$ cat src/rtl/ucl_pkg.sv
// Shared types and constants for the UART console line buffer.
// Register offsets, ID values, prompt patterns, sequencer states and the
// command/status structs between controller and datapath. No dependencies.
package ucl_pkg;

    localparam int LINE_DEPTH_DEF = 32;

    // Stream payload widths (fields packed from bit 0, padded to bytes)
    localparam int S_TDATA_W = 48;  // offset[11:0], write_data[43:12]
    localparam int M_TDATA_W = 40;  // read_data[31:0], console_byte[39:32]

    // Access kinds and result kinds
    localparam logic ACT_READ     = 1'b0;
    localparam logic KIND_READ    = 1'b0;
    localparam logic KIND_CONSOLE = 1'b1;

    // Register offsets
    localparam logic [11:0] OFF_DR   = 12'h000;
    localparam logic [11:0] OFF_FR   = 12'h018;
    localparam logic [11:0] OFF_CR   = 12'h030;
    localparam logic [11:0] OFF_IMSC = 12'h038;
    localparam logic [11:0] OFF_PID0 = 12'hFE0;
    localparam logic [11:0] OFF_PID1 = 12'hFE4;
    localparam logic [11:0] OFF_PID2 = 12'hFE8;
    localparam logic [11:0] OFF_CID0 = 12'hFF0;
    localparam logic [11:0] OFF_CID1 = 12'hFF4;
    localparam logic [11:0] OFF_CID2 = 12'hFF8;
    localparam logic [11:0] OFF_CID3 = 12'hFFC;

    // Register values
    localparam logic [31:0] CR_RESET = 32'h0000_0301;
    localparam logic [31:0] FR_VALUE = 32'h0000_0090;
    localparam logic [31:0] PID0_VAL = 32'h0000_0011;
    localparam logic [31:0] PID1_VAL = 32'h0000_0010;
    localparam logic [31:0] PID2_VAL = 32'h0000_0014;
    localparam logic [31:0] CID0_VAL = 32'h0000_000D;
    localparam logic [31:0] CID1_VAL = 32'h0000_00F0;
    localparam logic [31:0] CID2_VAL = 32'h0000_0005;
    localparam logic [31:0] CID3_VAL = 32'h0000_00B1;

    localparam logic [7:0] CHAR_LF = 8'h0A;
    localparam logic [7:0] CHAR_CR = 8'h0D;

    // Prompt patterns, element 0 is the last character of the prompt
    localparam int HIST_DEPTH = 10;
    localparam logic [6:0][7:0] PAT_LOGIN  = "login: ";
    localparam logic [9:0][7:0] PAT_PASS   = "Password: ";
    localparam logic [1:0][7:0] PAT_HASH   = "# ";
    localparam logic [1:0][7:0] PAT_DOLLAR = "$ ";

    typedef enum logic [2:0] {
        ST_IDLE,
        ST_EXEC,
        ST_STORE,
        ST_CHECK,
        ST_RD,
        ST_EMIT,
        ST_NL
    } ucl_state_t;

    typedef struct packed {
        logic capture;      // latch the input transfer
        logic write_reg;    // register write (control or mask)
        logic load_read;    // load read result into output register
        logic store_byte;   // append byte to line store
        logic drain_start;  // reset drain index
        logic emit_byte;    // load line byte into output register
        logic emit_nl;      // load newline into output register
        logic clear_len;    // empty the line store
        logic last_flag;    // tlast for an emitted line byte
    } ucl_cmd_t;

    typedef struct packed {
        logic is_read;
        logic is_data;
        logic is_crlf;
        logic len_zero;
        logic full;
        logic prompt;
        logic idx_last;
        logic out_free;
    } ucl_status_t;

endpackage

$ cat src/rtl/uart_console_line_buffer_regs_top.sv
// Top level of the UART console line buffer register block.
// Instantiates ucl_ctrl and ucl_dpath; depends on ucl_pkg.
//
// Usage:
//   s_axis carries one bus access per transfer: tuser is the access kind
//   (0 read, 1 write), tdata holds offset and write value.
//   m_axis carries results: tuser is the result kind (0 read data, 1 console
//   byte), tlast marks the final result of one access.
//   A read gives one result, loaded into the output register once it is
//   free. A write to the control or mask register gives no result. A data
//   register write that stores its byte then checks for a prompt; a CR or LF
//   on an empty line stores nothing. A line flush reads each stored byte
//   through the single registered read port of the line store, and a flush on
//   CR, LF or a full store ends with a newline. The block takes one access at
//   a time; tready is high only while it waits for the next one.
//   Reset sets control to 0x301, clears the mask and empties the line store;
//   no clearing pass is needed. When the receiver stalls, hold the result in
//   the output register and stall the sequencer until it is taken.
module uart_console_line_buffer_regs_top
    import ucl_pkg::*;
#(
    parameter int LINE_DEPTH = LINE_DEPTH_DEF
) (
    input  logic                 aclk,
    input  logic                 aresetn,
    input  logic                 s_axis_tvalid,
    output logic                 s_axis_tready,
    input  logic [S_TDATA_W-1:0] s_axis_tdata,  // [11:0] offset, [43:12] write_data, pad
    input  logic                 s_axis_tuser,  // [0] action
    output logic                 m_axis_tvalid,
    input  logic                 m_axis_tready,
    output logic [M_TDATA_W-1:0] m_axis_tdata,  // [31:0] read_data, [39:32] console_byte
    output logic                 m_axis_tuser,  // [0] result_kind
    output logic                 m_axis_tlast   // last_of_run
);

    ucl_cmd_t    cmd;
    ucl_status_t status;

    // Sequencer: decode, store, prompt check and drain steps
    ucl_ctrl u_ctrl (
        .aclk          (aclk),
        .aresetn       (aresetn),
        .s_axis_tvalid (s_axis_tvalid),
        .s_axis_tready (s_axis_tready),
        .status        (status),
        .cmd           (cmd)
    );

    // Registers, line store and output register
    ucl_dpath #(
        .LINE_DEPTH (LINE_DEPTH)
    ) u_dpath (
        .aclk          (aclk),
        .aresetn       (aresetn),
        .s_axis_tdata  (s_axis_tdata),
        .s_axis_tuser  (s_axis_tuser),
        .cmd           (cmd),
        .status        (status),
        .m_axis_tvalid (m_axis_tvalid),
        .m_axis_tready (m_axis_tready),
        .m_axis_tdata  (m_axis_tdata),
        .m_axis_tuser  (m_axis_tuser),
        .m_axis_tlast  (m_axis_tlast)
    );

endmodule

$ cat src/rtl/ucl_ctrl.sv
// Sequencer for the UART console line buffer.
// Decodes each captured access and steps the datapath through store and drain.
// Depends on ucl_pkg.
module ucl_ctrl
    import ucl_pkg::*;
(
    input  logic        aclk,
    input  logic        aresetn,
    input  logic        s_axis_tvalid,
    output logic        s_axis_tready,
    input  ucl_status_t status,
    output ucl_cmd_t    cmd
);

    ucl_state_t state_reg, state_next;
    logic       nl_mode_reg, nl_mode_next;

    always_ff @(posedge aclk) begin
        if (!aresetn) begin
            state_reg   <= ST_IDLE;
            nl_mode_reg <= 1'b0;
        end else begin
            state_reg   <= state_next;
            nl_mode_reg <= nl_mode_next;
        end
    end

    // Next state
    always_comb begin
        state_next = state_reg;
        unique case (state_reg)
            ST_IDLE: begin
                if (s_axis_tvalid) state_next = ST_EXEC;
            end
            ST_EXEC: begin
                if (status.is_read) begin
                    if (status.out_free) state_next = ST_IDLE;
                end else if (status.is_data) begin
                    if (status.is_crlf) begin
                        state_next = status.len_zero ? ST_IDLE : ST_RD;
                    end else if (status.full) begin
                        state_next = ST_RD;
                    end else begin
                        state_next = ST_STORE;
                    end
                end else begin
                    state_next = ST_IDLE;
                end
            end
            ST_STORE: state_next = ST_CHECK;
            ST_CHECK: begin
                state_next = status.prompt ? ST_RD : ST_IDLE;
            end
            ST_RD: state_next = ST_EMIT;
            ST_EMIT: begin
                if (status.out_free) begin
                    if (!status.idx_last) state_next = ST_RD;
                    else if (nl_mode_reg)  state_next = ST_NL;
                    else                   state_next = ST_IDLE;
                end
            end
            ST_NL: begin
                if (status.out_free) state_next = status.is_crlf ? ST_IDLE : ST_STORE;
            end
            default: state_next = ST_IDLE;
        endcase
    end

    // Outputs
    always_comb begin
        cmd           = '0;
        nl_mode_next  = nl_mode_reg;
        s_axis_tready = 1'b0;
        unique case (state_reg)
            ST_IDLE: begin
                s_axis_tready = 1'b1;
                cmd.capture   = s_axis_tvalid;
            end
            ST_EXEC: begin
                if (status.is_read) begin
                    cmd.load_read = status.out_free;
                end else if (status.is_data) begin
                    if ((status.is_crlf && !status.len_zero) ||
                        (!status.is_crlf && status.full)) begin
                        cmd.drain_start = 1'b1;
                        nl_mode_next    = 1'b1;
                    end
                end else begin
                    cmd.write_reg = 1'b1;
                end
            end
            ST_STORE: cmd.store_byte = 1'b1;
            ST_CHECK: begin
                if (status.prompt) begin
                    cmd.drain_start = 1'b1;
                    nl_mode_next    = 1'b0;
                end
            end
            ST_RD: ;
            ST_EMIT: begin
                if (status.out_free) begin
                    cmd.emit_byte = 1'b1;
                    cmd.last_flag = !nl_mode_reg && status.idx_last;
                    cmd.clear_len = !nl_mode_reg && status.idx_last;
                end
            end
            ST_NL: begin
                if (status.out_free) begin
                    cmd.emit_nl   = 1'b1;
                    cmd.clear_len = 1'b1;
                end
            end
            default: ;
        endcase
    end

endmodule

$ cat src/rtl/ucl_dpath.sv
// Datapath for the UART console line buffer: registers, line store memory,
// prompt history, read decode and output register. Depends on ucl_pkg.
module ucl_dpath
    import ucl_pkg::*;
#(
    parameter int LINE_DEPTH = LINE_DEPTH_DEF
) (
    input  logic                 aclk,
    input  logic                 aresetn,
    input  logic [S_TDATA_W-1:0] s_axis_tdata,
    input  logic                 s_axis_tuser,
    input  ucl_cmd_t             cmd,
    output ucl_status_t          status,
    output logic                 m_axis_tvalid,
    input  logic                 m_axis_tready,
    output logic [M_TDATA_W-1:0] m_axis_tdata,
    output logic                 m_axis_tuser,
    output logic                 m_axis_tlast
);

    localparam int IDX_W = $clog2(LINE_DEPTH);
    localparam int LEN_W = $clog2(LINE_DEPTH + 1);

    logic                         action_reg;
    logic [11:0]                  offset_reg;
    logic [31:0]                  wdata_reg;
    logic [31:0]                  control_reg, irq_mask_reg;
    logic [7:0]                   line_mem [LINE_DEPTH];
    logic [7:0]                   rd_data_reg;
    logic [LEN_W-1:0]             len_reg, idx_reg;
    logic [HIST_DEPTH-1:0][7:0]   hist_reg;
    logic                         out_valid_reg, out_kind_reg, out_last_reg;
    logic [31:0]                  out_data_reg;
    logic [7:0]                   out_byte_reg;
    logic [31:0]                  read_val;
    logic [7:0]                   byte_in;
    logic                         out_free;

    assign byte_in  = wdata_reg[7:0];
    assign out_free = !out_valid_reg || m_axis_tready;

    // Capture the accepted transfer
    always_ff @(posedge aclk) begin
        if (cmd.capture) begin
            action_reg <= s_axis_tuser;
            offset_reg <= s_axis_tdata[11:0];
            wdata_reg  <= s_axis_tdata[43:12];
        end
    end

    always_ff @(posedge aclk) begin
        if (!aresetn) begin
            control_reg  <= CR_RESET;
            irq_mask_reg <= '0;
        end else if (cmd.write_reg) begin
            if (offset_reg == OFF_CR)   control_reg  <= wdata_reg;
            if (offset_reg == OFF_IMSC) irq_mask_reg <= wdata_reg;
        end
    end

    // Line store: one write port at the fill level, one registered read port
    always_ff @(posedge aclk) begin
        if (cmd.store_byte) line_mem[len_reg[IDX_W-1:0]] <= byte_in;
        rd_data_reg <= line_mem[idx_reg[IDX_W-1:0]];
    end

    always_ff @(posedge aclk) begin
        if (cmd.store_byte) hist_reg <= {hist_reg[HIST_DEPTH-2:0], byte_in};
    end

    always_ff @(posedge aclk) begin
        if (!aresetn) begin
            len_reg <= '0;
            idx_reg <= '0;
        end else begin
            if (cmd.clear_len)       len_reg <= '0;
            else if (cmd.store_byte) len_reg <= len_reg + 1'b1;
            if (cmd.drain_start)     idx_reg <= '0;
            else if (cmd.emit_byte)  idx_reg <= idx_reg + 1'b1;
        end
    end

    always_comb begin
        unique case (offset_reg)
            OFF_FR:   read_val = FR_VALUE;
            OFF_CR:   read_val = control_reg;
            OFF_IMSC: read_val = irq_mask_reg;
            OFF_PID0: read_val = PID0_VAL;
            OFF_PID1: read_val = PID1_VAL;
            OFF_PID2: read_val = PID2_VAL;
            OFF_CID0: read_val = CID0_VAL;
            OFF_CID1: read_val = CID1_VAL;
            OFF_CID2: read_val = CID2_VAL;
            OFF_CID3: read_val = CID3_VAL;
            default:  read_val = '0;
        endcase
    end

    always_comb begin
        status          = '0;
        status.is_read  = action_reg == ACT_READ;
        status.is_data  = offset_reg == OFF_DR;
        status.is_crlf  = byte_in == CHAR_LF || byte_in == CHAR_CR;
        status.len_zero = len_reg == '0;
        status.full     = len_reg == LEN_W'(LINE_DEPTH);
        status.idx_last = (idx_reg + 1'b1) == len_reg;
        status.out_free = out_free;
        status.prompt   = (len_reg >= LEN_W'(7)  && hist_reg[6:0] == PAT_LOGIN)  ||
                          (len_reg >= LEN_W'(10) && hist_reg      == PAT_PASS)   ||
                          (len_reg >= LEN_W'(2)  && hist_reg[1:0] == PAT_HASH)   ||
                          (len_reg >= LEN_W'(2)  && hist_reg[1:0] == PAT_DOLLAR);
    end

    // Output register
    always_ff @(posedge aclk) begin
        if (!aresetn) begin
            out_valid_reg <= 1'b0;
        end else if (cmd.load_read || cmd.emit_byte || cmd.emit_nl) begin
            out_valid_reg <= 1'b1;
        end else if (m_axis_tready) begin
            out_valid_reg <= 1'b0;
        end
    end

    always_ff @(posedge aclk) begin
        if (cmd.load_read) begin
            out_kind_reg <= KIND_READ;
            out_data_reg <= read_val;
            out_byte_reg <= '0;
            out_last_reg <= 1'b1;
        end else if (cmd.emit_byte) begin
            out_kind_reg <= KIND_CONSOLE;
            out_data_reg <= '0;
            out_byte_reg <= rd_data_reg;
            out_last_reg <= cmd.last_flag;
        end else if (cmd.emit_nl) begin
            out_kind_reg <= KIND_CONSOLE;
            out_data_reg <= '0;
            out_byte_reg <= CHAR_LF;
            out_last_reg <= 1'b1;
        end
    end

    assign m_axis_tvalid = out_valid_reg;
    assign m_axis_tdata  = {out_byte_reg, out_data_reg};
    assign m_axis_tuser  = out_kind_reg;
    assign m_axis_tlast  = out_last_reg;

    a_len_bound: assert property (@(posedge aclk) disable iff (!aresetn)
        len_reg <= LEN_W'(LINE_DEPTH))
        else $error("line length above store depth");

    a_store_room: assert property (@(posedge aclk) disable iff (!aresetn)
        cmd.store_byte |-> len_reg < LEN_W'(LINE_DEPTH))
        else $error("byte stored into a full line store");

    a_out_free: assert property (@(posedge aclk) disable iff (!aresetn)
        (cmd.load_read || cmd.emit_byte || cmd.emit_nl) |-> out_free)
        else $error("output register overwritten while held");

    a_drain_range: assert property (@(posedge aclk) disable iff (!aresetn)
        cmd.emit_byte |-> idx_reg < len_reg)
        else $error("drain index past line length");

endmodule
$ cat config.mk
export PLATFORM = sky130hd
export DESIGN_NAME = uart_console_line_buffer_regs_top
export DESIGN_NICKNAME = d
export VERILOG_FILES = /design/src/rtl/ucl_pkg.sv /design/src/rtl/uart_console_line_buffer_regs_top.sv /design/src/rtl/ucl_ctrl.sv /design/src/rtl/ucl_dpath.sv
export SDC_FILE = /design/constraint.sdc
export NUM_CORES = 1
export LEC_CHECK = 0
export BUFFER_PORTS_ARGS = -buffer_cell sky130_fd_sc_hd__buf_2
export CAP_MARGIN = 30
export CORE_ASPECT_RATIO = 0.5
export CORE_MARGIN = 5
export CORE_UTILIZATION = 60
export CTS_CLUSTER_SIZE = 10
export DETAILED_ROUTE_END_ITERATION = 12
export PLACE_DENSITY = 0.81
export SLEW_MARGIN = 20
export SYNTH_ARGS = -nofsm -noshare
export SYNTH_HDL_FRONTEND = slang
export SYNTH_SLANG_ARGS = --single-unit
export TNS_END_PERCENT = 20
$ cat constraint.sdc
create_clock -name aclk -period 7.19 [get_ports aclk]
set_input_delay 1.7975 -clock aclk [delete_from_list [all_inputs] [get_ports aclk]]
set_output_delay 1.7975 -clock aclk [all_outputs]
set_load 0.01 [all_outputs]
* Word level (Yosys, flattened, before mapping) *
Memory sizes are Yosys's and may differ from the RTL's. A register that Yosys moved wholly into a read port is not among the register bits.
Index checks and enable logic that the tools add are counted.

word-level totals
  logic and storage cells = 146
  input port bits = 53
  output and inout port bits = 44
  memories = 1
  register bits = 248
  bits in writable memories = 256

cells by class
  multiplexer cells = 51
  add/sub/neg operators = 2
  bitwise operators = 1
  order comparisons = 3
  reduce and logical (&&, ||, !) cells = 32
  eq/ne operators = 32

memories
  memory            depth  bits a word  read ports  clocked after memory_dff  wr ports  RTL line         text
  u_dpath.line_mem  32     8            1           1                         1         ucl_dpath.sv:28  logic [7:0] line_mem [LINE_DEPTH];

operators by type and width
  kind                                                                                 count
  32-bit one-hot mux with 10 select lines                                              1
  32-bit two-way mux                                                                   3
  12-bit equality test, second input constant                                          7
  80-bit by 79-bit equality test with 1-bit output, second input constant              1
  56-bit by 55-bit equality test with 1-bit output, second input constant              1
  3-bit two-way mux                                                                    12
  16-bit by 14-bit equality test with 1-bit output, second input constant              2
  1-bit two-way mux                                                                    25
  12-bit by 6-bit equality test with 1-bit output, second input constant               2
  3-bit one-hot mux with 7 select lines                                                1
  8-bit by 4-bit equality test with 1-bit output, second input constant                2
  8-bit two-way mux                                                                    2
  6-bit by 1-bit adder with 6-bit output, second input constant                        2
  12-bit by 5-bit equality test with 1-bit output, second input constant               1
  12-bit logical NOT                                                                   1
  2-bit by 1-bit != test with 1-bit output, second input constant                      5
  3-bit equality test, second input constant                                           3
  1-bit logical OR                                                                     8
  2-bit two-way mux                                                                    4
  1-bit logical AND                                                                    7
  3-bit by 2-bit equality test with 1-bit output, second input constant                2
  6-bit equality test                                                                  1
  6-bit equality test, second input constant                                           1
  6-bit by 2-bit greater-or-equal comparator with 1-bit output, second input constant  1
  other kinds (16)                                                                     26

* Logic depth before layout (Yosys ltp) *
Gate-level depths: netlist (run 1).

  depth after elaboration = 10
  depth in mapped cells = 8
  depth with buffers taken out = 6

* Modules after synthesis *
A second synthesis (run 1) with hierarchy kept.

second synthesis, totals
  cell total of the unflattened synthesis = 1,220
  area, all modules = 19,517.5 µm²

by module, submodules not included
  module     seq. area each (µm²)  area each (µm²)  cells each  instances
  ucl_dpath  14,303.7              19,128.3         1,169       1
  ucl_ctrl   80.1                  389.1            51          1

* Least setup slack after synthesis (run 1) *
Ideal clock, no wire load.

  kind = register -> register
  start point = register u_ctrl.state_reg[1]
  end point = memory u_dpath.line_mem[19][0] (enable)
  buffers on the path = 1
  stages on the path, launching flop included = 6
  arrival time = 5.933 ns
  path slack = 0.882 ns
  data required time = 6.815 ns
  library setup time = 0.375 ns
  clock period less this slack = 6.308 ns
  cell sequence = dfxtp_1 buf_2 nand2b_1 nor2_1 nand2_1 nor2_1

between the ends
  longest elaborated chain between the ends = 4

ends and longest elaborated chain
  what                                            RTL line         text
  from (decl)                                     ucl_ctrl.sv:15   ucl_state_t state_reg, state_next;
  from (signal assigned)                          ucl_ctrl.sv:23   state_reg <= state_next;
  3-bit by 2-bit equality test with 1-bit output  ucl_ctrl.sv:74   unique case (state_reg)
  1-bit two-way mux                               ucl_ctrl.sv:74
  1-bit two-way mux                               ucl_dpath.sv:63  if (cmd.store_byte) line_mem[len_reg[IDX_W-1:0]] <= byte_in;
  1-bit two-way mux (not written as such)         ucl_dpath.sv:63
  to (decl)                                       ucl_dpath.sv:28

No other way between the ends.

* Final worst setup path (run 1) *
  start point = register u_dpath.idx_reg[1]
  end point = register u_dpath.len_reg[2]

between the ends
  longest elaborated chain between the ends = 6

ends and longest elaborated chain
  what                                    RTL line          text
  from (decl)                             ucl_dpath.sv:30   logic [LEN_W-1:0] len_reg, idx_reg;
  from (signal assigned)                  ucl_dpath.sv:79   else if (cmd.emit_byte) idx_reg <= idx_reg + 1'b1;
  6-bit by 1-bit adder with 6-bit output  ucl_dpath.sv:106  status.idx_last = (idx_reg + 1'b1) == len_reg;
  6-bit equality test                     ucl_dpath.sv:106
  1-bit logical AND                       ucl_ctrl.sv:104   cmd.clear_len = !nl_mode_reg && status.idx_last;
  2-bit two-way mux                       ucl_ctrl.sv:101   if (status.out_free) begin
  1-bit one-hot mux with 2 select lines   ucl_ctrl.sv:74
  2-bit OR reduction (no source line)     --
  to (signal assigned)                    ucl_dpath.sv:77   else if (cmd.store_byte) len_reg <= len_reg + 1'b1;
  to (decl)                               ucl_dpath.sv:30

No other way between the ends.
A chain may end at the register's enable or synchronous reset.

==> results_tabular.tex, run 1 <==
\begin{tabular}{lr}
\hline
Metric & Value \\
\hline
\multicolumn{2}{l}{\textbf{Logic synthesis}} \\
\quad Cells after Synth & about 1200 \\
\quad Cell taking the most area after synthesis & sky130\_fd\_sc\_hd\_\_edfxtp\_1 \\
\quad Commonest register cell after synthesis & sky130\_fd\_sc\_hd\_\_edfxtp\_1 \\
\quad Total number of yosys warnings & 0 \\
\quad Register area share after synthesis & 0.7319 \\
\quad Post-synth top cells & 413 x sky130\_fd\_sc\_hd\_\_edfxtp\_1, 176 x sky130\_fd\_sc\_hd\_\_nand2\_1, 99 x sky130\_fd\_sc\_hd\_\_dfxtp\_1 \\
\quad Top-count cell post-synth & sky130\_fd\_sc\_hd\_\_edfxtp\_1 \\
\quad Post-synthesis register bit count & $\sim$510 \\
\quad Synth area leaders & sky130\_fd\_sc\_hd\_\_edfxtp\_1 63\%, sky130\_fd\_sc\_hd\_\_dfxtp\_1 10\%, sky130\_fd\_sc\_hd\_\_mux4\_2 9.2\%, sky130\_fd\_sc\_hd\_\_nand2\_1 3.4\%, sky130\_fd\_sc\_hd\_\_a21boi\_1 2.2\% \\
\quad Count of flip-flops with a built-in enable after synthesis & 413 \\
\quad Fraction of synthesis flops using an asynchronous set or reset pin & 0 \\
\quad Syn Nets & 1271 \\
\quad Top cell type's share of synthesized area & 0.6311 \\
\quad Synth cell types & between 60 and 70 \\
\quad Mean cell area of the mapped netlist & 16.20 sq um \\
\quad Post-Synthesis Cell Area & 19650 sq um \\
\multicolumn{2}{l}{\textbf{Setup path}} \\
\quad CP max FO & 37 \\
\quad Slowest library cell on the worst path & sky130\_fd\_sc\_hd\_\_dfxtp\_2 \\
\quad Nature of the critical path startpoint & register \\
\quad Cell Chain, Critical Path & buf\_4, ha\_1, nand3b\_1, a221oi\_1, a41oi\_1, nor4\_2, nor3\_1 \\
\quad Worst endpoint required time & 7.61 ns \\
\quad Category of the worst setup path capture point & register \\
\quad Critical setup path kind & reg2reg \\
\quad Largest stage delay on the critical path & approximately 0.89 ns \\
\quad Endpoint arrival time on the critical path & 3.84 ns \\
\multicolumn{2}{l}{\textbf{Timing}} \\
\quad Final setup skew & $\sim$0.017 ns \\
\quad Achievable frequency & just under 300 MHz \\
\quad Max transition margin & 0.4012 \\
\quad Number of pins with negative max-slew slack in the final report & 0 \\
\quad Worst Max-Slew Pin Slew & roughly 0.9 ns \\
\quad Setup TNS & 0 ns \\
\quad Unrepaired setup endpoints after global routing & false \\
\quad Number of endpoints with negative hold slack in the final report & 0 \\
\quad Post-layout minimum cycle time & 3.416 ns \\
\quad Fin crit share & 0.4752 \\
\quad Final number of setup-violating endpoints & 0 \\
\multicolumn{2}{l}{\textbf{Route}} \\
\quad Final routed DRC violation total & 0 \\
\quad DR vias/cell & approximately 6.4 \\
\quad Routed Antenna Nets & 0 \\
\quad Via count of the routed design & between 10000 and 15000 \\
\quad Routed wire length per instance & $\sim$25 um \\
\quad Total Routed Length & between 40 and 50 mm \\
\quad Number of DRC markers in iteration 0 & 1454 \\
\quad Number of iterations in the first detailed-routing pass & 5 \\
\multicolumn{2}{l}{\textbf{Placement}} \\
\quad Placer Congestion & 0.8932 \\
\quad Number of buffers inserted by port buffering & 92 \\
\quad HPWL after DPL & roughly 26 mm \\
\multicolumn{2}{l}{\textbf{Floorplanning}} \\
\quad Die Outline Area & 36690 sq um \\
\quad Total number of placement rows & 46 \\
\quad Core Area & 32000 sq um \\
\quad Width of the die & about 270 um \\
\quad Boundary pin count & just under 100 \\
\quad Die boundary height & roughly 140 um \\
\quad Initial core utilization & 0.6141 \\
\multicolumn{2}{l}{\textbf{Pwr}} \\
\quad Clock network fraction of total power & 0.436 \\
\quad Pwr Density & 267.0 nW/um\^{}2 \\
\quad Sequential share of power & 0.545 \\
\quad Logic gate share of total power & 0.019 \\
\quad Net switching power figure & approximately 1.2 mW \\
\quad LEAKAGE & 7.060 nW \\
\quad Worst ir drop on vdd & around 0.2 mV \\
\quad Proportion of total power due to net switching & 0.1985 \\
\quad Internal Power & between 4 and 5 mW \\
\multicolumn{2}{l}{\textbf{Clocking}} \\
\quad Cts-stage hold buffer count & 0 \\
\quad CTS tree & done \\
\quad Buffers inserted by post-CTS timing repair & 0 \\
\quad Post-CTS Resized & 0 \\
\quad Clock-pin slew on the worst setup and hold paths & about 0.060 ns \\
\quad H-Tree Depth & 2 \\
\quad Number of buffers between clock root and the deepest sink & 3 \\
\quad Clock root cell & sky130\_fd\_sc\_hd\_\_clkbuf\_16 \\
\quad Clock latency at the later pin of the worst-skew pair & 0.57 ns \\
\quad Clock buffers created by TritonCTS & 57 \\
\quad Number of sinks driven by the clock tree & roughly 510 \\
\multicolumn{2}{l}{\textbf{Finish}} \\
\quad Filler instances & 1915 \\
\quad Final nets & between 1000 and 1500 \\
\quad P\&R area growth vs syn & 13.27\% \\
\quad Fraction of the core area covered by cells at the end of the flow & 0.6956 \\
\quad Share of layout cells above drive strength 1 & 0.1996 \\
\quad Number of inserted diodes & 0 \\
\quad Largest register FFs & 256 \\
\multicolumn{2}{l}{\textbf{Global route}} \\
\quad Gr usage total & 0.2400 \\
\quad Grt total ovfl & 0 \\
\quad First-pass GRT wire length & 67.14 mm \\
\quad Number of global-route vias before repair & between 10000 and 15000 \\
\quad Initial antenna violation count & 0 \\
\quad Largest net degree at the start of global routing & 90 \\
\multicolumn{2}{l}{\textbf{Outcome}} \\
\quad Outcome & complete, no violations \\
\multicolumn{2}{l}{\textbf{Hold path}} \\
\quad Hold Path Class & reg2reg \\
\multicolumn{2}{l}{\textbf{Flow run}} \\
\quad Max-cap viol count & 0 \\
\hline
\end{tabular}
critical path: cells and delay by family, from the launching register on:
family          cells  cell delay [ns]
flops               1             0.89
simple gates        3             0.89
buf+inv             1             0.57
compound gates      2             0.46
fa+ha+maj           1             0.39
metal layers:
metal / track usage / part of all wire / vias to the layer above
met2: 0.4147 / 0.50 / 726
met1: 0.3262 / 0.38 / 5835
met3: 0.03918 / 0.085 / 111
met5: 0 / 0 / -
met4: 0.06484 / 0.028 / 0
li1: - / - / 4924
path summary, 6_finish.rpt:
| check | slack, ns | depth (start not counted) | to | startpoint |
|---|---|---|---|---|
| worst min register to register | 0.44 | 0 | u_dpath.hist_reg[23] | u_dpath.hist_reg[15] |
| worst max register to register | 3.77 | 7 | u_dpath.len_reg[2] | u_dpath.idx_reg[1] |
| worst max-delay path | 3.77 | 7 | u_dpath.len_reg[2] | u_dpath.idx_reg[1] |
| worst min-delay path | 0.44 | 0 | u_dpath.hist_reg[23] | u_dpath.hist_reg[15] |
logic make-up (layout without fill, tap and decap cells):
group / Yosys count / count (layout) / synth area share
adder cells (fa/ha/maj): 6 / 6 / 0.003693
flip-flops: 512 / 512 / 0.7319
multiplexers: 82 / 82 / 0.09270
AND/OR/NAND/NOR: 375 / 375 / 0.09124
AO/OA/AOI/OAI: 153 / 153 / 0.05756
XOR/XNOR: 17 / 17 / 0.007577
buffers and inverters: 68 / 228 / 0.01528
power by group through the flow:
stage	clock (mW)	sequential (mW)	combinational, mW
finish	2.59	3.24	0.113
CTS	2.61	3.24	0.113
global placement	0	3.30	0.105
detailed placement	0	3.30	0.112
global route	2.75	3.24	0.121
floorplan	0	3.31	0.0374
layout make-up:
class	count	area (sq um)	area share
clock buffer	104	1624	0.07296
clock inverter	2	25.02	0.001124
inverter	8	30.03	0.001349
multi-input combinational	633	4987	0.2241
sequential	512	14390	0.6464
tap	432	540.5	0.02428
timing repair buffer	114	663.1	0.02979
placed cells by master (no fill, tap or decap), types with 6 or more instances in the layout:
master                      count
sky130_fd_sc_hd__a22oi_1       29
sky130_fd_sc_hd__nand4_1       10
sky130_fd_sc_hd__edfxtp_1     413
sky130_fd_sc_hd__buf_4         20
sky130_fd_sc_hd__nor4_1         6
sky130_fd_sc_hd__a21boi_1      57
sky130_fd_sc_hd__and2_1         6
sky130_fd_sc_hd__nor3_1        22
sky130_fd_sc_hd__buf_2         91
sky130_fd_sc_hd__a22o_1         6
sky130_fd_sc_hd__a21oi_1       15
sky130_fd_sc_hd__xnor2_1       10
sky130_fd_sc_hd__nand3_1       15
sky130_fd_sc_hd__or3_1         11
sky130_fd_sc_hd__inv_1          8
sky130_fd_sc_hd__mux4_2        80
sky130_fd_sc_hd__clkbuf_16     58
sky130_fd_sc_hd__nand2_1      174
sky130_fd_sc_hd__dfxtp_1       97
sky130_fd_sc_hd__clkbuf_1      46
sky130_fd_sc_hd__nor2_1        77
sky130_fd_sc_hd__xor2_1         7
per-stage QoR:
stage | cell area (sq um) | hold WS [ns] | setup WS, ns | total power [mW] | instances
6_report | 22260 | 0.4397 | 3.774 | 5.944 | 1805
5_1_grt | 22260 | 0.4483 | 3.546 | 6.113 | 1805
4_1_cts | 22220 | 0.4410 | 3.520 | 5.957 | 1804
3_5_place_dp | 20570 | 0.4289 | 3.342 | 3.412 | 1698
3_3_place_gp | 20540 | 0.4224 | 3.445 | 3.403 | 1696
2_1_floorplan | 19650 | 0.4166 | 0.8824 | 3.351 | 1213
No activity file was read; power rests on OpenSTA's default activity.
==> inputs of run 2 (changes only) <==
--- a/config.mk
+++ b/config.mk
@@ -5,6 +5,7 @@
 export SDC_FILE = /design/constraint.sdc
 export NUM_CORES = 1
 export LEC_CHECK = 0
+export ABC_AREA = 1
 export BUFFER_PORTS_ARGS = -buffer_cell sky130_fd_sc_hd__buf_2
 export CAP_MARGIN = 30
 export CORE_ASPECT_RATIO = 0.5
==> constraint.sdc (replaced) <==
create_clock -name aclk -period 3.4 [get_ports aclk]
set_input_delay 0.85 -clock aclk [delete_from_list [all_inputs] [get_ports aclk]]
set_output_delay 0.85 -clock aclk [all_outputs]
set_load 0.01 [all_outputs]
==> results_tabular.tex, run 2 <==
\begin{tabular}{lr}
\hline
Metric & Value \\
\hline
\multicolumn{2}{l}{\textbf{Outcome}} \\
\quad Outcome & complete, no violations (unchanged) \\
\multicolumn{2}{l}{\textbf{Logic synthesis}} \\
\quad Cells after Synth & 1651 (was 1213) \\
\quad Largest family of logic cells by synthesized area & simple AND/OR/NAND/NOR gates (was multiplexers) \\
\quad Top-count cell post-synth & sky130\_fd\_sc\_hd\_\_edfxtp\_1 (unchanged) \\
\quad Post-synth top cells & 413 x sky130\_fd\_sc\_hd\_\_edfxtp\_1, 346 x sky130\_fd\_sc\_hd\_\_nor2\_1, 212 x sky130\_fd\_sc\_hd\_\_o21ai\_0 (was 413 x sky130\_fd\_sc\_hd\_\_edfxtp\_1, 176 x sky130\_fd\_sc\_hd\_\_nand2\_1, 99 x sky130\_fd\_sc\_hd\_\_dfxtp\_1) \\
\quad Syn Nets & 1709 (was 1271) \\
\quad Fraction of synthesis flops using an asynchronous set or reset pin & 0 (unchanged) \\
\quad Fraction of the mapped netlist area in simple logic gates & 0.1284 (was 0.09124) \\
\quad Commonest register cell after synthesis & sky130\_fd\_sc\_hd\_\_edfxtp\_1 (unchanged) \\
\quad Top cell type's share of synthesized area & 0.6275 (was 0.6311) \\
\quad Cell taking the most area after synthesis & sky130\_fd\_sc\_hd\_\_edfxtp\_1 (unchanged) \\
\quad Synthesized-area fraction occupied by adder cells & 0.003165 (was 0.003693) \\
\quad Mean cell area of the mapped netlist & 11.97 sq um (was 16.20 sq um) \\
\quad Synth cell types & 40 (was 69) \\
\quad Multiplexer share of the synthesized area & 0 (was 0.09270) \\
\quad Register area share after synthesis & 0.7277 (was 0.7319) \\
\quad Xor and xnor area share after synthesis & 0.0004431 (was 0.007577) \\
\quad Compound-gate portion of the synthesized area & 0.1058 (was 0.05756) \\
\quad Total number of yosys warnings & 0 (unchanged) \\
\quad Count of flip-flops with a built-in enable after synthesis & 413 (unchanged) \\
\quad Synth area leaders & sky130\_fd\_sc\_hd\_\_edfxtp\_1 63\%, sky130\_fd\_sc\_hd\_\_dfxtp\_1 10\%, sky130\_fd\_sc\_hd\_\_nor2\_1 6.6\%, sky130\_fd\_sc\_hd\_\_o21ai\_0 5.4\%, sky130\_fd\_sc\_hd\_\_nand2\_1 3.0\% (was sky130\_fd\_sc\_hd\_\_edfxtp\_1 63\%, sky130\_fd\_sc\_hd\_\_dfxtp\_1 10\%, sky130\_fd\_sc\_hd\_\_mux4\_2 9.2\%, sky130\_fd\_sc\_hd\_\_nand2\_1 3.4\%, sky130\_fd\_sc\_hd\_\_a21boi\_1 2.2\%) \\
\quad Post-Synthesis Cell Area & 19770 sq um (was 19650 sq um) \\
\quad Post-synthesis register bit count & 512 (unchanged) \\
\multicolumn{2}{l}{\textbf{Finish}} \\
\quad Footprint of the multi-input gates & 4720 sq um (was 4987 sq um) \\
\quad Leading cell type in the layout, fill and taps excluded & sky130\_fd\_sc\_hd\_\_edfxtp\_1 (unchanged) \\
\quad Share of layout cells above drive strength 1 & 0.1288 (was 0.1996) \\
\quad Filler instances & 2115 (was 1915) \\
\quad Final nets & 1812 (was 1384) \\
\quad Number of inserted diodes & 0 (unchanged) \\
\quad Largest register FFs & 256 (unchanged) \\
\quad Storage cell area & 14390 sq um (unchanged) \\
\quad Fraction of the core area covered by cells at the end of the flow & 0.6835 (was 0.6956) \\
\quad P\&R area growth vs syn & 13.27\% (about the same) \\
\quad Highest-count cells in the layout ignoring fill and taps & 413 x sky130\_fd\_sc\_hd\_\_edfxtp\_1, 346 x sky130\_fd\_sc\_hd\_\_nor2\_1, 212 x sky130\_fd\_sc\_hd\_\_o21ai\_0 (was 413 x sky130\_fd\_sc\_hd\_\_edfxtp\_1, 174 x sky130\_fd\_sc\_hd\_\_nand2\_1, 97 x sky130\_fd\_sc\_hd\_\_dfxtp\_1) \\
\multicolumn{2}{l}{\textbf{Setup path}} \\
\quad Largest stage delay on the critical path & 0.42 ns (was 0.89 ns) \\
\quad Setup slack, reg-to-reg & 0.86 ns (was 3.77 ns) \\
\quad CP max FO & 133 (was 37) \\
\quad Startpoint of the most critical setup path & u\_dpath.idx\_reg[0] (was u\_dpath.idx\_reg[1]) \\
\quad Most common cell type on the critical path & sky130\_fd\_sc\_hd\_\_nand2\_1 \\
\quad Register-to-Register Path Depth & 13 (was 7) \\
\quad Cell Chain, Critical Path & buf\_12, ha\_1, nand2\_1, o21ai\_0, nand2\_1, nand2\_1, nand3\_1, nor2\_1, nand3\_1, nand2\_1, nand2\_1, nand2\_2, a21oi\_1 (was buf\_4, ha\_1, nand3b\_1, a221oi\_1, a41oi\_1, nor4\_2, nor3\_1) \\
\quad Critical R2R Capture & u\_dpath.len\_reg[2] (unchanged) \\
\quad Worst flop-to-flop path startpoint & u\_dpath.idx\_reg[0] (was u\_dpath.idx\_reg[1]) \\
\quad Worst endpoint required time & 3.86 ns (was 7.61 ns) \\
\quad Slowest library cell on the worst path & sky130\_fd\_sc\_hd\_\_buf\_12 (was sky130\_fd\_sc\_hd\_\_dfxtp\_2) \\
\quad Critical setup path kind & reg2reg (unchanged) \\
\quad Nature of the critical path startpoint & register (unchanged) \\
\quad Endpoint arrival time on the critical path & 2.99 ns (was 3.84 ns) \\
\quad Category of the worst setup path capture point & register (unchanged) \\
\multicolumn{2}{l}{\textbf{Placement}} \\
\quad HPWL after DPL & 26.31 mm (was 26.18 mm) \\
\quad Number of buffers inserted by port buffering & 92 (unchanged) \\
\quad Pre-CTS setup slack & 0.7533 ns (was 3.342 ns) \\
\quad Placer Congestion & 0.9594 (was 0.8932) \\
\multicolumn{2}{l}{\textbf{Route}} \\
\quad Routed Antenna Nets & 0 (unchanged) \\
\quad Total Routed Length & 45.71 mm (was 44.26 mm) \\
\quad DR vias/cell & 6.042 (was 6.424) \\
\quad Routed wire length per instance & 20.39 um (was 24.52 um) \\
\quad Number of DRC markers in iteration 0 & 1726 (was 1454) \\
\quad Number of iterations in the first detailed-routing pass & 6 (was 5) \\
\quad Via count of the routed design & 13550 (was 11600) \\
\quad Final routed DRC violation total & 0 (unchanged) \\
\multicolumn{2}{l}{\textbf{Clocking}} \\
\quad Cts-stage hold buffer count & 0 (unchanged) \\
\quad Number of buffers between clock root and the deepest sink & 3 (unchanged) \\
\quad Clock root cell & sky130\_fd\_sc\_hd\_\_clkbuf\_16 (unchanged) \\
\quad CTS tree & done (unchanged) \\
\quad Number of sinks driven by the clock tree & 512 (unchanged) \\
\quad Clock-pin slew on the worst setup and hold paths & 0.06 ns (about the same) \\
\quad H-Tree Depth & 2 (unchanged) \\
\quad Buffers inserted by post-CTS timing repair & 0 (unchanged) \\
\quad Clock buffers created by TritonCTS & 57 (unchanged) \\
\quad Post-CTS Resized & 0 (unchanged) \\
\quad Clock latency at the later pin of the worst-skew pair & 0.58 ns (was 0.57 ns) \\
\multicolumn{2}{l}{\textbf{Hold path}} \\
\quad Hold depth & 1 (was 0) \\
\quad Hold worst-path end & u\_dpath.wdata\_reg[27] (was u\_dpath.hist\_reg[23]) \\
\quad Origin of the worst min-delay path & s\_axis\_tdata[39] (was u\_dpath.hist\_reg[15]) \\
\quad Hold Path Class & in2reg (was reg2reg) \\
\multicolumn{2}{l}{\textbf{Global route}} \\
\quad First-pass GRT wire length & 71.03 mm (was 67.14 mm) \\
\quad Gr usage total & 0.2422 (was 0.2400) \\
\quad Grt total ovfl & 0 (unchanged) \\
\quad Largest net degree at the start of global routing & 134 (was 90) \\
\quad Initial antenna violation count & 0 (unchanged) \\
\quad Number of global-route vias before repair & 12890 (was 11480) \\
\multicolumn{2}{l}{\textbf{Pwr}} \\
\quad Worst ir drop on vdd & 0.4743 mV (was 0.2030 mV) \\
\quad Pwr Density & 560.0 nW/um\^{}2 (was 267.0 nW/um\^{}2) \\
\quad LEAKAGE & 7.844 nW (was 7.060 nW) \\
\multicolumn{2}{l}{\textbf{Floorplanning}} \\
\quad Die Outline Area & 36890 sq um (was 36690 sq um) \\
\quad Boundary pin count & 97 (unchanged) \\
\quad Total number of placement rows & 47 (was 46) \\
\quad Die boundary height & 138.3 um (was 138.0 um) \\
\quad Core Area & 32760 sq um (was 32000 sq um) \\
\quad Width of the die & 266.7 um (was 265.9 um) \\
\quad Initial core utilization & 0.6034 (was 0.6141) \\
\multicolumn{2}{l}{\textbf{Timing}} \\
\quad Final setup skew & 0.01435 ns (was 0.01692 ns) \\
\quad Final critical-path setup slack & 0.8622 ns (was 3.774 ns) \\
\quad Max transition margin & 0.3978 (was 0.4012) \\
\quad Number of endpoints with negative hold slack in the final report & 0 (unchanged) \\
\quad Achievable frequency & 394.0 MHz (was 292.7 MHz) \\
\quad Worst Max-Slew Pin Slew & 0.9000 ns (was 0.8949 ns) \\
\quad Unrepaired setup endpoints after global routing & false (unchanged) \\
\quad Final number of setup-violating endpoints & 0 (unchanged) \\
\quad Fin crit share & 0.7464 (was 0.4752) \\
\quad Number of pins with negative max-slew slack in the final report & 0 (unchanged) \\
\quad Post-layout minimum cycle time & 2.538 ns (was 3.416 ns) \\
\multicolumn{2}{l}{\textbf{Flow run}} \\
\quad Max-cap viol count & 0 (unchanged) \\
\hline
\end{tabular}
-- run 2: cell types whose count changed after synthesis, moves of 18 or more --
cell	change
sky130_fd_sc_hd__a21boi_1	-57
sky130_fd_sc_hd__o21ai_0	+208
sky130_fd_sc_hd__nor2_1	+268
sky130_fd_sc_hd__inv_1	+64
sky130_fd_sc_hd__a21oi_1	+31
sky130_fd_sc_hd__a22oi_1	-29
sky130_fd_sc_hd__buf_2	+18
sky130_fd_sc_hd__nand3_1	+33
sky130_fd_sc_hd__o221ai_1	+49
sky130_fd_sc_hd__mux4_2	-80
-- run 2: per-layer routing --
metal,part of all wire,vias up,GRT usage,wire length (um)
met4,0.029,0,0.08024,1318
li1,-,6110,-,-
met1,0.38,6504,0.3342,17490
met2,0.49,816,0.3943,22210
met3,0.10,117,0.04688,4682
met5,0,-,0,0
-- run 2: worst max path at each step --
stage                         endpoint  slack (ns)  cells after the start
2_1_floorplan  u_dpath.line_mem[11][0]       -0.02                      8
3_3_place_gp     u_dpath.m_axis_tvalid        0.78                     10
3_5_place_dp     u_dpath.m_axis_tvalid        0.75                     10
4_1_cts             u_dpath.len_reg[2]        0.89                     13
5_1_grt             u_dpath.len_reg[2]        0.69                     13
6_report            u_dpath.len_reg[2]        0.86                     13
-- run 2: kinds of logic after synthesis --
group,after synthesis
and+or+nand+nor,613
adders and majority gates,5
AOI/OAI and AO/OA,356
DFF,512
xor gates and xnor gates,1
buffers and inverters,164
-- run 2: area by class of cell --
class,instances,share of cell area
Sequential cell,512,0.6427
Multi-Input combinational cell,975,0.2108
Clock buffer,103,0.07142
Timing Repair Buffer,127,0.03543
Tap cell,441,0.02465
Inverter,81,0.01364
Clock inverter,3,0.001397
-- run 2: report_power, final --
part | switching [mW] | internal [mW] | total, mW | leakage (nW)
sequential | 0.0324 | 6.82 | 6.85 | 4.58
clock | 2.32 | 3.15 | 5.46 | 0.775
combinational | 0.166 | 0.0535 | 0.220 | 2.49
total | 2.51 | 10.0 | 12.5 | 7.84
-- run 2: per-stage QoR --
stage          area (sq um)  TNS [ns]  hold WS [ns]  cells  power, mW
6_report              22390         0        0.4454   2242      12.54
5_1_grt               22390         0        0.4190   2242      12.90
4_1_cts               22360         0        0.4179   2241      12.57
3_5_place_dp          20730         0        0.4348   2135      7.200
3_3_place_gp          20730         0        0.4284   2135      7.194
2_1_floorplan         19780   -0.1988        0.4257   1651      7.081
-- run 2: worst max-delay path: cells and delay by family (launching register included) --
kind | cells | cell delay [ns]
AND/OR/NAND/NOR | 9 | 0.96
AO/OA/AOI/OAI | 2 | 0.33
flip-flops | 1 | 0.36
adder cells (fa/ha/maj) | 1 | 0.31
buffers and inverters | 1 | 0.42
==> inputs of run 3 (changes only) <==
--- a/config.mk
+++ b/config.mk
@@ -10,10 +10,10 @@
 export CAP_MARGIN = 30
 export CORE_ASPECT_RATIO = 0.5
 export CORE_MARGIN = 5
-export CORE_UTILIZATION = 60
+export CORE_UTILIZATION = 55
 export CTS_CLUSTER_SIZE = 10
 export DETAILED_ROUTE_END_ITERATION = 12
-export PLACE_DENSITY = 0.81
+export PLACE_DENSITY = 0.79
 export SLEW_MARGIN = 20
 export SYNTH_ARGS = -nofsm -noshare
 export SYNTH_HDL_FRONTEND = slang
==> constraint.sdc (replaced) <==
create_clock -name aclk -period 2.25 [get_ports aclk]
set_input_delay 0.5625 -clock aclk [delete_from_list [all_inputs] [get_ports aclk]]
set_output_delay 0.5625 -clock aclk [all_outputs]
set_load 0.01 [all_outputs]
==> results_tabular.tex, run 3 (synthesis gave the netlist of run 2 again) <==
\begin{tabular}{lr}
\hline
Metric & Value \\
\hline
\multicolumn{2}{l}{\textbf{Clocking}} \\
\quad Clock-pin slew on the worst setup and hold paths & 0.06 ns (about the same) \\
\quad Cts-stage hold buffer count & 0 (unchanged) \\
\quad Clock root cell & sky130\_fd\_sc\_hd\_\_clkbuf\_16 (unchanged) \\
\quad Clock buffers created by TritonCTS & 57 (unchanged) \\
\quad H-Tree Depth & 2 (unchanged) \\
\quad CTS tree & done (unchanged) \\
\quad Clock latency at the later pin of the worst-skew pair & 0.59 ns (was 0.58 ns) \\
\quad Number of sinks driven by the clock tree & 512 (unchanged) \\
\quad Number of buffers between clock root and the deepest sink & 3 (unchanged) \\
\multicolumn{2}{l}{\textbf{Pwr}} \\
\quad Internal Power & 15.26 mW (was 10.02 mW) \\
\quad Worst ir drop on vdd & 0.6398 mV (was 0.4743 mV) \\
\quad Clock network fraction of total power & 0.438 (was 0.436) \\
\quad LEAKAGE & 8.124 nW (was 7.844 nW) \\
\quad Proportion of total power due to net switching & 0.1996 (was 0.2006) \\
\quad Net switching power figure & 3.805 mW (was 2.514 mW) \\
\quad Pwr Density & 831.1 nW/um\^{}2 (was 560.0 nW/um\^{}2) \\
\quad Logic gate share of total power & 0.018 (about the same) \\
\quad Sequential share of power & 0.544 (was 0.547) \\
\multicolumn{2}{l}{\textbf{Placement}} \\
\quad Placer Congestion & 0.9419 (was 0.9594) \\
\quad Total instance count after detailed placement & 2221 (was 2135) \\
\quad Number of buffers inserted by port buffering & 92 (unchanged) \\
\quad HPWL after DPL & 27.93 mm (was 26.31 mm) \\
\multicolumn{2}{l}{\textbf{Finish}} \\
\quad P\&R area growth vs syn & 16.03\% (was 13.27\%) \\
\quad Filler-free cell count of the finished design & 2330 (was 2242) \\
\quad Final nets & 1857 (was 1812) \\
\quad Largest register FFs & 256 (unchanged) \\
\quad Share of layout cells above drive strength 1 & 0.1544 (was 0.1288) \\
\quad Storage cell area & 14390 sq um (about the same) \\
\quad Filler instances & 2499 (was 2115) \\
\quad Footprint of the multi-input gates & 4750 sq um (was 4720 sq um) \\
\quad Leading cell type in the layout, fill and taps excluded & sky130\_fd\_sc\_hd\_\_edfxtp\_1 (unchanged) \\
\quad Number of inserted diodes & 0 (unchanged) \\
\quad Highest-count cells in the layout ignoring fill and taps & 413 x sky130\_fd\_sc\_hd\_\_edfxtp\_1, 345 x sky130\_fd\_sc\_hd\_\_nor2\_1, 210 x sky130\_fd\_sc\_hd\_\_o21ai\_0 (was 413 x sky130\_fd\_sc\_hd\_\_edfxtp\_1, 346 x sky130\_fd\_sc\_hd\_\_nor2\_1, 212 x sky130\_fd\_sc\_hd\_\_o21ai\_0) \\
\multicolumn{2}{l}{\textbf{Timing}} \\
\quad Final number of setup-violating endpoints & 0 (unchanged) \\
\quad Number of endpoints with negative hold slack in the final report & 0 (unchanged) \\
\quad Worst hold margin & 0.1475 ns (was 0.4454 ns) \\
\quad Max transition margin & 0.6418 (was 0.3978) \\
\quad Final setup skew & 0.02124 ns (was 0.01435 ns) \\
\quad Setup TNS & 0 ns (unchanged) \\
\quad Post-layout minimum cycle time & 2.104 ns (was 2.538 ns) \\
\quad Fin crit share & 0.9350 (was 0.7464) \\
\quad Worst Max-Slew Pin Slew & 0.5372 ns (was 0.9000 ns) \\
\quad Achievable frequency & 475.3 MHz (was 394.0 MHz) \\
\quad Number of pins with negative max-slew slack in the final report & 0 (unchanged) \\
\quad Unrepaired setup endpoints after global routing & true (was false) \\
\multicolumn{2}{l}{\textbf{Route}} \\
\quad Number of iterations in the first detailed-routing pass & 5 (was 6) \\
\quad Final routed DRC violation total & 0 (unchanged) \\
\quad Via count of the routed design & 13540 (was 13550) \\
\quad Number of DRC markers in iteration 0 & 1657 (was 1726) \\
\quad Routed wire length per instance & 19.96 um (was 20.39 um) \\
\quad Total Routed Length & 46.51 mm (was 45.71 mm) \\
\quad DR vias/cell & 5.809 (was 6.042) \\
\quad Routed Antenna Nets & 0 (unchanged) \\
\multicolumn{2}{l}{\textbf{Global route}} \\
\quad Initial antenna violation count & 0 (unchanged) \\
\quad Grt total ovfl & 0 (unchanged) \\
\quad First-pass GRT wire length & 72.31 mm (was 71.03 mm) \\
\quad Number of global-route vias before repair & 13340 (was 12890) \\
\quad Largest net degree at the start of global routing & 81 (was 134) \\
\quad Gr usage total & 0.2293 (was 0.2422) \\
\multicolumn{2}{l}{\textbf{Floorplanning}} \\
\quad Width of the die & 278.1 um (was 266.7 um) \\
\quad Total number of placement rows & 49 (was 47) \\
\quad Initial core utilization & 0.5539 (was 0.6034) \\
\quad Die boundary height & 144.0 um (was 138.3 um) \\
\quad Die Outline Area & 40060 sq um (was 36890 sq um) \\
\quad Core Area & 35680 sq um (was 32760 sq um) \\
\quad Boundary pin count & 97 (unchanged) \\
\multicolumn{2}{l}{\textbf{Setup path}} \\
\quad Number of buffers and inverters on the critical path & 3 (was 1) \\
\quad Cell Chain, Critical Path & inv\_2, nor2\_4, inv\_2, nor2\_4, nand2\_1, nor2\_1, buf\_4 (was buf\_12, ha\_1, nand2\_1, o21ai\_0, nand2\_1, nand2\_1, nand3\_1, nor2\_1, nand3\_1, nand2\_1, nand2\_1, nand2\_2, a21oi\_1) \\
\quad CP max FO & 8 (was 133) \\
\quad Crit path max-delay family & simple AND/OR/NAND/NOR gates (unchanged) \\
\quad Largest stage delay on the critical path & 0.39 ns (was 0.42 ns) \\
\quad Category of the worst setup path capture point & register (unchanged) \\
\quad Critical setup path kind & reg2reg (unchanged) \\
\quad Endpoint arrival time on the critical path & 2.40 ns (was 2.99 ns) \\
\quad Nature of the critical path startpoint & register (unchanged) \\
\quad Slowest library cell on the worst path & sky130\_fd\_sc\_hd\_\_dfxtp\_4 (was sky130\_fd\_sc\_hd\_\_buf\_12) \\
\quad Worst endpoint required time & 2.54 ns (was 3.86 ns) \\
\multicolumn{2}{l}{\textbf{Flow run}} \\
\quad Max-cap viol count & 0 (unchanged) \\
\multicolumn{2}{l}{\textbf{Outcome}} \\
\quad Outcome & complete, no violations (unchanged) \\
\multicolumn{2}{l}{\textbf{Hold path}} \\
\quad Hold Path Class & in2reg (unchanged) \\
\hline
\end{tabular}
==> run 3: changes by cell type in the layout (fill, tap and decap cells not counted), moves of 2 or more <==
| cell | delta |
|---|---|
| sky130_fd_sc_hd__buf_4 | +37 |
| sky130_fd_sc_hd__buf_12 | +8 |
| sky130_fd_sc_hd__dfxtp_1 | -2 |
| sky130_fd_sc_hd__inv_1 | -2 |
| sky130_fd_sc_hd__nor2_4 | +2 |
| sky130_fd_sc_hd__o21ai_0 | -2 |
| sky130_fd_sc_hd__o21ai_1 | +2 |
==> run 3: cell type report <==
| class | instances | area share |
|---|---|---|
| clock buffers | 105 | 0.07141 |
| well taps | 484 | 0.02640 |
| clock inverters | 1 | 0.0008729 |
| repair buffers | 172 | 0.05297 |
| inverters | 81 | 0.01364 |
| flip-flops and latches | 512 | 0.6276 |
| multi-input cells | 975 | 0.2071 |
==> run 3: power by group through the flow <==
| stage | sequential, mW | clock, mW | combinational, mW |
|---|---|---|---|
| after floorplan | 10.6 | 0 | 0.101 |
| after global placement | 10.6 | 0 | 0.340 |
| after detailed placement | 10.6 | 0 | 0.348 |
| after CTS | 10.4 | 8.44 | 0.349 |
| after global routing | 10.4 | 8.90 | 0.376 |
| final | 10.4 | 8.35 | 0.350 |
==> run 3: worst reg2reg max path: stages, from the launching register on <==
cell	delay, ns
sky130_fd_sc_hd__dfxtp_4	0.39
sky130_fd_sc_hd__inv_2	0.06
sky130_fd_sc_hd__nor2_4	0.10
sky130_fd_sc_hd__inv_2	0.06
sky130_fd_sc_hd__nor2_4	0.24
sky130_fd_sc_hd__nand2_1	0.39
sky130_fd_sc_hd__nor2_1	0.36
sky130_fd_sc_hd__buf_4	0.22
==> run 3: worst paths after layout <==
kind / slack [ns] / start / depth (start not counted) / to
min reg2reg: 0.45 / u_dpath.hist_reg[31] / 0 / u_dpath.hist_reg[39]
max reg2reg: 0.15 / u_ctrl.state_reg[1] / 7 / u_dpath.line_mem[14][4]
max: 0.15 / u_ctrl.state_reg[1] / 7 / u_dpath.line_mem[14][4]
min: 0.15 / s_axis_tdata[33] / 1 / u_dpath.wdata_reg[21]
==> run 3: metrics by stage <==
step | power [mW] | setup slack, ns | util | area, sq um
floorplan | 10.70 | -0.8340 | - | 19820
global placement | 10.89 | 0.1691 | 0.5954 | 21250
detailed placement | 10.90 | 0.1509 | 0.5954 | 21250
CTS | 19.15 | 0.07800 | 0.6419 | 22900
global route | 19.64 | -0.00006994 | 0.6428 | 22930
finish | 19.06 | 0.1463 | 0.6428 | 22930
==> run 3: repair_timing <==
action | 4_1_cts | 5_1_grt
endpoints found under the setup margin | 0 | 21
buffers inserted | 0 | 3
gates resized for setup | 0 | 4
endpoints found under the hold margin | 0 | 0
==> run 3: per-layer routing <==
layer | share of wire | GRT usage | wire, um | vias to the layer above
met5 | 0 | 0 | 0 | -
met4 | 0.035 | 0.08994 | 1637 | 0
met3 | 0.088 | 0.04759 | 4096 | 120
met2 | 0.49 | 0.3881 | 22710 | 705
met1 | 0.39 | 0.2982 | 18070 | 6502
li1 | - | - | - | 6208
